**config.mk**
```make
export PLATFORM = sky130hd
export DESIGN_NAME = bresenham_line_rasterizer
export DESIGN_NICKNAME = d
export VERILOG_FILES = /design/src/rtl/blr_pkg.sv /design/src/rtl/blr_ctrl.sv /design/src/rtl/blr_datapath.sv /design/src/rtl/bresenham_line_rasterizer.sv
export SDC_FILE = /design/constraint.sdc
export NUM_CORES = 1
export LEC_CHECK = 0
export ABC_AREA = 1
export BUFFER_PORTS_ARGS = -buffer_cell sky130_fd_sc_hd__buf_4
export CORE_MARGIN = 2
export CORE_UTILIZATION = 55
export CTS_CLUSTER_SIZE = 8
export DETAILED_ROUTE_END_ITERATION = 6
export PLACE_DENSITY = 0.76
export SLEW_MARGIN = 20
export SYNTH_ARGS = -nofsm -noshare
export SYNTH_HDL_FRONTEND = slang
export SYNTH_HIERARCHICAL = 1
export SYNTH_SLANG_ARGS = --single-unit
```
**constraint.sdc**
```tcl
create_clock -name clock -period 4.1 [get_ports clock]
set_input_delay 0.615 -clock clock [delete_from_list [all_inputs] [get_ports clock]]
set_output_delay 0.615 -clock clock [all_outputs]
set_load 0.05 [all_outputs]
```
**src/rtl/blr_pkg.sv**
```systemverilog
// Shared types and constants of the Bresenham line rasteriser.
// Used by the controller, the datapath, the top level and the checker.
package blr_pkg;

   localparam int DEF_CANVAS_WIDTH  = 64;
   localparam int DEF_CANVAS_HEIGHT = 64;

   localparam int COORD_W = 6;
   localparam int VALUE_W = 8;
   localparam int ERR_W   = 9;            // holds -126 .. 126 with headroom
   localparam int REQ_W   = 32;
   localparam int RSP_W   = 24;

   typedef enum logic [0:0] {
      ST_IDLE,
      ST_RUN
   } blr_state_type;

   typedef struct packed {
      logic load;                         // take a new line command
      logic step;                         // advance to the next point
   } blr_cmd_type;

   typedef struct packed {
      logic at_end;                       // current point is the end point
   } blr_status_type;

endpackage

```
**src/rtl/blr_ctrl.sv**
```systemverilog
// Controller of the Bresenham line rasteriser: idle / tracing sequencer.
// Depends on blr_pkg; drives blr_datapath through command and status structs.
module blr_ctrl (
   input  logic                    clock,
   input  logic                    reset,
   input  logic                    req_tvalid,
   output logic                    req_tready,
   output logic                    rsp_tvalid,
   input  logic                    rsp_tready,
   input  blr_pkg::blr_status_type status,
   output blr_pkg::blr_cmd_type    cmd
);

   blr_pkg::blr_state_type state_ff, state_in;

   always_ff @(posedge clock) begin
      if (reset) begin
         state_ff <= blr_pkg::ST_IDLE;
      end else begin
         state_ff <= state_in;
      end
   end

   always_comb begin
      state_in = state_ff;
      unique case (state_ff)
         blr_pkg::ST_IDLE: begin
            if (req_tvalid) state_in = blr_pkg::ST_RUN;
         end
         blr_pkg::ST_RUN: begin
            if (rsp_tready && status.at_end) state_in = blr_pkg::ST_IDLE;
         end
         default: state_in = blr_pkg::ST_IDLE;
      endcase
   end

   always_comb begin
      req_tready = 1'b0;
      rsp_tvalid = 1'b0;
      cmd        = '0;
      unique case (state_ff)
         blr_pkg::ST_IDLE: begin
            req_tready = 1'b1;
            cmd.load   = req_tvalid;
         end
         blr_pkg::ST_RUN: begin
            rsp_tvalid = 1'b1;
            cmd.step   = rsp_tready && !status.at_end;
         end
         default: begin
            req_tready = 1'b0;
         end
      endcase
   end

endmodule

```
**src/rtl/blr_datapath.sv**
```systemverilog
// Datapath of the Bresenham line rasteriser: endpoint clamp, deltas and error term.
// Depends on blr_pkg; sequenced by blr_ctrl.
module blr_datapath #(
   parameter int CANVAS_WIDTH  = blr_pkg::DEF_CANVAS_WIDTH,
   parameter int CANVAS_HEIGHT = blr_pkg::DEF_CANVAS_HEIGHT
) (
   input  logic                          clock,
   input  blr_pkg::blr_cmd_type          cmd,
   input  logic [blr_pkg::COORD_W-1:0]   x_start,
   input  logic [blr_pkg::COORD_W-1:0]   y_start,
   input  logic [blr_pkg::COORD_W-1:0]   x_end,
   input  logic [blr_pkg::COORD_W-1:0]   y_end,
   input  logic [blr_pkg::VALUE_W-1:0]   pixel_value,
   output logic [blr_pkg::COORD_W-1:0]   pixel_x,
   output logic [blr_pkg::COORD_W-1:0]   pixel_y,
   output logic [blr_pkg::VALUE_W-1:0]   write_value,
   output blr_pkg::blr_status_type       status
);

   localparam int CW = blr_pkg::COORD_W;
   localparam int EW = blr_pkg::ERR_W;
   localparam logic [CW-1:0] X_MAX = CW'(CANVAS_WIDTH - 1);
   localparam logic [CW-1:0] Y_MAX = CW'(CANVAS_HEIGHT - 1);

   logic [CW-1:0]                  cx_ff, cx_in, cy_ff, cy_in;
   logic [CW-1:0]                  ex_ff, ex_in, ey_ff, ey_in;
   logic [CW-1:0]                  dx_ff, dx_in, dy_ff, dy_in;
   logic                           sx_ff, sx_in, sy_ff, sy_in;   // 1: count up
   logic signed [EW-1:0]           err_ff, err_in;
   logic [blr_pkg::VALUE_W-1:0]    val_ff, val_in;

   logic [CW-1:0]                  lx0, ly0, lx1, ly1;
   logic signed [EW:0]             e2, dx_s, dy_s;
   logic                           take_x, take_y;

   // saturate endpoints that lie beyond a smaller canvas
   always_comb begin
      lx0 = (x_start > X_MAX) ? X_MAX : x_start;
      ly0 = (y_start > Y_MAX) ? Y_MAX : y_start;
      lx1 = (x_end   > X_MAX) ? X_MAX : x_end;
      ly1 = (y_end   > Y_MAX) ? Y_MAX : y_end;
   end

   assign dx_s   = $signed({{(EW + 1 - CW){1'b0}}, dx_ff});
   assign dy_s   = $signed({{(EW + 1 - CW){1'b0}}, dy_ff});
   assign e2     = $signed({err_ff, 1'b0});
   assign take_x = e2 > -dy_s;
   assign take_y = e2 < dx_s;

   always_comb begin
      cx_in  = cx_ff;
      cy_in  = cy_ff;
      ex_in  = ex_ff;
      ey_in  = ey_ff;
      dx_in  = dx_ff;
      dy_in  = dy_ff;
      sx_in  = sx_ff;
      sy_in  = sy_ff;
      err_in = err_ff;
      val_in = val_ff;
      if (cmd.load) begin
         cx_in  = lx0;
         cy_in  = ly0;
         ex_in  = lx1;
         ey_in  = ly1;
         dx_in  = (lx1 > lx0) ? (lx1 - lx0) : (lx0 - lx1);
         dy_in  = (ly1 > ly0) ? (ly1 - ly0) : (ly0 - ly1);
         sx_in  = lx0 < lx1;
         sy_in  = ly0 < ly1;
         err_in = $signed({{(EW - CW){1'b0}}, dx_in}) - $signed({{(EW - CW){1'b0}}, dy_in});
         val_in = pixel_value;
      end else if (cmd.step) begin
         // both axes may move in one step
         err_in = EW'(e2[EW:1] - (take_x ? dy_s : '0) + (take_y ? dx_s : '0));
         if (take_x) cx_in = sx_ff ? cx_ff + 1'b1 : cx_ff - 1'b1;
         if (take_y) cy_in = sy_ff ? cy_ff + 1'b1 : cy_ff - 1'b1;
      end
   end

   always_ff @(posedge clock) begin
      cx_ff  <= cx_in;
      cy_ff  <= cy_in;
      ex_ff  <= ex_in;
      ey_ff  <= ey_in;
      dx_ff  <= dx_in;
      dy_ff  <= dy_in;
      sx_ff  <= sx_in;
      sy_ff  <= sy_in;
      err_ff <= err_in;
      val_ff <= val_in;
   end

   assign pixel_x       = cx_ff;
   assign pixel_y       = cy_ff;
   assign write_value   = val_ff;
   assign status.at_end = (cx_ff == ex_ff) && (cy_ff == ey_ff);

endmodule

```
**src/rtl/bresenham_line_rasterizer.sv**
```systemverilog
// Bresenham line rasteriser, top level: a line command in, one beat per pixel out.
// Depends on blr_pkg, blr_ctrl and blr_datapath.
//
// One command beat carries two endpoints and a pixel byte; the block then sends one
// beat per point of the Bresenham line, start to end, in any octant, with tlast on the
// end point. A line has max(|dx|,|dy|)+1 points. The tracing loop steps one point per
// cycle while rsp_tready is high, and the command port is ready again in the cycle
// after the tlast beat is taken. Coordinates beyond a canvas smaller than 64 are
// saturated to the last column or row. Nothing is kept between commands.
module bresenham_line_rasterizer #(
   parameter int CANVAS_WIDTH  = blr_pkg::DEF_CANVAS_WIDTH,
   parameter int CANVAS_HEIGHT = blr_pkg::DEF_CANVAS_HEIGHT
) (
   input  logic                        clock,
   input  logic                        reset,
   input  logic                        req_tvalid,
   output logic                        req_tready,
   // x_start[5:0], y_start[11:6], x_end[17:12], y_end[23:18], pixel_value[31:24]
   input  logic [blr_pkg::REQ_W-1:0]   req_tdata,
   output logic                        rsp_tvalid,
   input  logic                        rsp_tready,
   // pixel_x[5:0], pixel_y[11:6], write_value[19:12], zero[23:20]
   output logic [blr_pkg::RSP_W-1:0]   rsp_tdata,
   output logic                        rsp_tlast   // last_pixel
);

   blr_pkg::blr_cmd_type          cmd;
   blr_pkg::blr_status_type       status;
   logic [blr_pkg::COORD_W-1:0]   pixel_x, pixel_y;
   logic [blr_pkg::VALUE_W-1:0]   write_value;

   blr_ctrl u_ctrl (
      .clock      (clock),
      .reset      (reset),
      .req_tvalid (req_tvalid),
      .req_tready (req_tready),
      .rsp_tvalid (rsp_tvalid),
      .rsp_tready (rsp_tready),
      .status     (status),
      .cmd        (cmd)
   );

   blr_datapath #(
      .CANVAS_WIDTH  (CANVAS_WIDTH),
      .CANVAS_HEIGHT (CANVAS_HEIGHT)
   ) u_datapath (
      .clock       (clock),
      .cmd         (cmd),
      .x_start     (req_tdata[5:0]),
      .y_start     (req_tdata[11:6]),
      .x_end       (req_tdata[17:12]),
      .y_end       (req_tdata[23:18]),
      .pixel_value (req_tdata[31:24]),
      .pixel_x     (pixel_x),
      .pixel_y     (pixel_y),
      .write_value (write_value),
      .status      (status)
   );

   assign rsp_tdata = {4'b0000, write_value, pixel_y, pixel_x};
   assign rsp_tlast = status.at_end;

endmodule

```
# Word-level counts from Yosys, hierarchy flattened
# Index checks and enable logic that the tools add are counted.
# totals
memories	0
latchBits	0
mem_bits_ro	0
ff_bits	56
input_bits	36
ram_bits	0
# op_classes
magnitude_cmp	10
mux	25
eq_ne	2
mul	0
n_addsub	12
shift	0
n_div	0
reduce_logical	9
bitwise	1
# op_table
cell	count
6-bit 2-to-1 mux	16
6-bit greater-than comparator, second input constant	4
6-bit subtractor	4
9-bit 2-to-1 mux	2
6-bit by 1-bit adder with 6-bit output, second input constant	2
6-bit == test	2
6-bit greater-than comparator	2
6-bit < comparator	2
6-bit by 1-bit subtractor with 6-bit output, second input constant	2
10-bit greater-than comparator	1
10-bit by 7-bit < comparator with 1-bit output	1
6-bit negator with 10-bit output	1
9-bit adder	1
9-bit subtractor	1
6-bit by 6-bit subtractor with 7-bit output	1
1-bit 2-to-1 mux	6
2-bit nonzero test	3
2-bit AND reduction	2
1-bit logical AND	3
1-bit one-hot mux with 2 select lines	1
1-bit zero test	1
1-bit inverter	1

# Logic depth before layout (Yosys ltp)
# logic_depth
depth_word	7
mapped_depth	25

# Cells and area by module
# The synthesis kept the hierarchy.
# modules_own_cells
module	seq_area_each_um2	n_inst	cells_each	area_each_um2
blr_datapath	1651.6	1	603	4937.2
blr_ctrl	20.0	1	11	58.8
bresenham_line_rasterizer	0.0	1	5	33.8

# Worst setup path before layout
# No wires, ideal clock.
# synth_path
path_kind	reg2reg
startpoint	register u_datapath.dy_ff[1]
endpoint	register u_datapath.err_ff[6] (data pin)
synth_period_minus_slack_ns	3.525
t_required_ns	3.847
path_stages_with_launch	22
slack_ns	0.575
n_path_buf	0
arrival_ns	3.272
path_cell_list	edfxtp_1 -> inv_1 -> ha_1 -> nand2_1 -> xor2_1 -> ha_1 -> nand2_1 -> nor2_1 -> nand3_1 -> nand3_1 -> nand2_1 -> nand3_1 -> nor2_1 -> fa_1 -> inv_1 -> fa_1 -> nand3_1 -> nand2_1 -> a21oi_1 -> xor2_1 -> nand2_1 -> nand2_1
# synth_between
elab_chain_len	7
# synth_lines
element	line	source
start, declared	blr_datapath.sv:27	logic [CW-1:0] dx_ff, dx_in, dy_ff, dy_in;
start signal, assigned	blr_datapath.sv:86	dy_ff <= dy_in;
6-bit negator with 10-bit output	blr_datapath.sv:47	assign take_x = e2 > -dy_s;
10-bit greater-than comparator	blr_datapath.sv:47	
6-bit 2-to-1 mux (*)	blr_datapath.sv:74	err_in = EW'(e2[EW:1] - (take_x ? dy_s : '0) + (take_y ? dx_s : '0));
9-bit subtractor (*)	blr_datapath.sv:74	
9-bit adder (*)	blr_datapath.sv:74	
9-bit 2-to-1 mux (*)	blr_datapath.sv:72	end else if (cmd.step) begin
9-bit 2-to-1 mux (*)	blr_datapath.sv:61	if (cmd.load) begin
net u_datapath.err_in[6]	blr_datapath.sv:29	logic signed [EW-1:0] err_ff, err_in;
end signal, assigned	blr_datapath.sv:89	err_ff <= err_in;
end, declared	blr_datapath.sv:29	
# The timed path passes the listed nets; every way through them passes the cells marked *. The select of a mux whose other input is x is not followed.
# A chain may end at the register's enable or synchronous reset.

# Worst setup path in the final report
# layout_path
startpoint	register u_datapath.dy_ff[0]
endpoint	register u_datapath.err_ff[8] (data pin)
# The elaborated chain is that of the path after synthesis.

==> impl_metrics.ini <==
[outcome]
outcome = complete, no violations

[timing]
period_minus_slack_ns = 3.83
fin_ws_ns = 0.266
max_freq_mhz = 261
worst_slew_pin_slew_ns = 0.751
slew_headroom_pct = 49.6
hold_viol = 0
fin_skew_ns = 0.0137
slew_violations = 0
fin_setup_tns_ns = 0
period_share_pct = 93.5
setup_viol = 0

[synth]
syn_area_um2 = 5030
synth-simple-area-share_pct = 18.9
ys_seq_elements = 56
synthAdderAreaFrac_pct = 20.6
synth_cell_types = 36
ys_async_sr_fraction_pct = 0
synth_compound_area_share_pct = 8.68
avgSynthCellArea_um2 = 8.13
yosysTopAreaCellShare_pct = 32.8
synth_top_family_by_area = adder cells
synth_xor_area_share_pct = 6.59
synthMuxAreaShare_pct = 0
synth_flop_cell = edfxtp_1
synth_top_area_cell = edfxtp_1
syn_inst = 619
yosysMostFrequentCell = nand2_1
ys_seq_area_share_pct = 33.2
synth_common_cells = nand2_1 (125), inv_1 (109), ha_1 (62), edfxtp_1 (55), nor2_1 (41)
ys_warn_count = 6
synth.area.top_cells = edfxtp_1 (33%), ha_1 (15%), nand2_1 (9.3%)
synth_edf_count = 55

[floorplanning]
ios = 63
start_util_pct = 57.1
die_y_um = 99.6
dieArea_um2 = 9930
num_rows = 34
coreArea_um2 = 8810
die_w_um = 99.6

[power_and_ir_drop]
pwr-share-clk_pct = 10.2
vdd_drop_max_mv = 0.259
switchingPower_mw = 1.52
p_leak_nw = 2.89
pwr-share-seq_pct = 28.5
intPower_mw = 1.67
p_sw_share_pct = 47.7
power_density_nw_per_um2 = 571
p_comb_share_pct = 61.3
totalPowerFinal_mw = 3.19

[clocking]
cts_root_buf = clkbuf_8
clkTransAtPathRegs_ns = 0.11
clk_latency_ns = 0.32
clock_sinks = 56
cts_tree = built
numCtsBuffers = 5
clockBufferDepth = 2
h-tree-depth = 2
cts_hold_buf = 0

[worst_setup_path]
critPathLaunchType = flip-flop
critical_path_class = flip-flop to flip-flop
critPathSlowestCell = fa_1
critPathMaxStageDelay_ns = 0.49
cp_data_required_time_ns = 4.17
crit_top_cell = nand2_1
critPathMaxFanout = 6
worstPathCellList = inv_2, ha_1, nand2_1, nor3_1, ha_1, nand2_1, inv_1, a21oi_1, nand4_1, nand3_4, nor2_1, fa_1, inv_1, fa_2, nand3_1, nand2_1, nand4_1, nand3_1, nand3_1, nand2_1
cp.arrival_ns = 3.90
crit_path_end_kind = flip-flop
rr_worst_depth = 20

[detailed_routing]
vias = 4011
wl_mm = 10.8
drc_errors = 0
via_per_inst = 5.26
drtIter0Drc = 204
detail-route-antenna-nets = 0
dr.pass1.iters = 5
wl_per_cell_um = 14.2

[placed_design]
routabilityCongestion = 0.930
pre_cts_ws_ns = 0.228
place_area_um2 = 5470
dp.final_hpwl_mm = 8.69
place.port_buffers = 58

[grt]
antenna_found_initial = 0
grt-ovfl-total = 0
grt_max_degree = 52
track_usage_pct = 22.7
grt_pass1_wl_mm = 18.0
grt_pass1_vias = 3956

[worst_hold_path]
hp-class = input pin to flip-flop
hold_depth = 1

[run]
drv_cap = 0

[final_layout]
layout-drive-gt1-share_pct = 15.3
area_growth_pct = 11.1
fillCellCount = 755
design_area_um2 = 5590
antenna_cells_inserted = 0
nets = 765
## cell families after synthesis
group                    Yosys count
AND/OR/NAND/NOR                  220
buffers and inverters            152
AO/OA/AOI/OAI                     78
adder cells (fa/ha/maj)           75
flip-flops                        56
XOR/XNOR                          37
other                              1
## state kept, by name, indices dropped and copies added (netlist names), 6 cells and up
register / count
u_datapath/err_ff: 9
u_datapath/write_value: 8
u_datapath/dx_ff: 6
u_datapath/dy_ff: 6
u_datapath/ex_ff: 6
u_datapath/ey_ff: 6
u_datapath/pixel_x: 6
u_datapath/pixel_y: 6
## cells in the final DEF (no fill, tap or decap), types with 4 or more instances in the layout
| cell | n |
|---|---|
| nand2_1 | 125 |
| inv_1 | 108 |
| ha_1 | 62 |
| buf_4 | 60 |
| edfxtp_1 | 55 |
| nor2_1 | 37 |
| a21oi_1 | 33 |
| xor2_1 | 28 |
| nand3_1 | 25 |
| o21ai_0 | 24 |
| nand4_1 | 12 |
| fa_1 | 12 |
| a21o_1 | 8 |
| xnor2_1 | 8 |
| nand2_2 | 8 |
| inv_2 | 7 |
| clkbuf_8 | 5 |
| conb_1 | 4 |
| a31oi_1 | 4 |
## critical path, delay by kind of cell, from the launching register on
family	cells	cell delay (ns)
adder cells (fa/ha/maj)	4	1.35
buffers and inverters	3	0.22
flip-flops	1	0.46
AND/OR/NAND/NOR	12	1.36
AO/OA/AOI/OAI	1	0.18
## routing by layer
metal	vias to the layer above	GRT usage, %	part of all wire (%)
li1	2023	-	-
met3	17	2.25	3.7
met4	0	5.48	2.1
met1	1865	28.5	42
met2	106	41.8	52
met5	-	0	0
## power groups by stage
stage	clock, mW	sequential (mW)	combinational (mW)
after detailed placement	0	0.924	1.91
after floorplan	0	0.977	1.42
final	0.326	0.911	1.96
after global routing	0.347	0.920	2.28
after global placement	0	0.918	1.83
after CTS	0.334	0.910	1.93
## what timing repair did
item | 4_1_cts | 5_1_grt
gates resized for setup | 0 | 8
endpoints found under the setup margin | 0 | 6
setup buffers | 0 | 1
hold endpoints to repair | 0 | 0
## worst paths after layout
check	from	endpoint	slack (ns)
max	u_datapath/dy_ff[0]	u_datapath/err_ff[8]	0.27
min reg2reg	u_ctrl/state_ff	u_ctrl/state_ff	0.62
min	req_tdata[30]	u_datapath/write_value[6]	0.46
max reg2reg	u_datapath/dy_ff[0]	u_datapath/err_ff[8]	0.27
## stage by stage
| stage | hold WS [ns] | cells | utilization, % |
|---|---|---|---|
| 3_5_place_dp | 0.601 | 754 | 62.1 |
| 6_report | 0.464 | 763 | 63.5 |
| 2_1_floorplan | 0.714 | 622 | - |
| 3_3_place_gp | 0.594 | 754 | 62.1 |
| 5_1_grt | 0.449 | 763 | 63.5 |
| 4_1_cts | 0.457 | 762 | 63.1 |
## layout make-up
class,count,area (µm²),share of cell area [%]
Inverter,117,442,7.90
Clock buffer,5,68.8,1.23
Multi-Input combinational cell,414,2800,50.0
Timing Repair Buffer,60,450,8.06
Tap cell,108,135,2.42
Clock inverter,3,25.0,0.448
Sequential cell,56,1670,29.9
No activity file was read; power rests on OpenSTA's default activity.
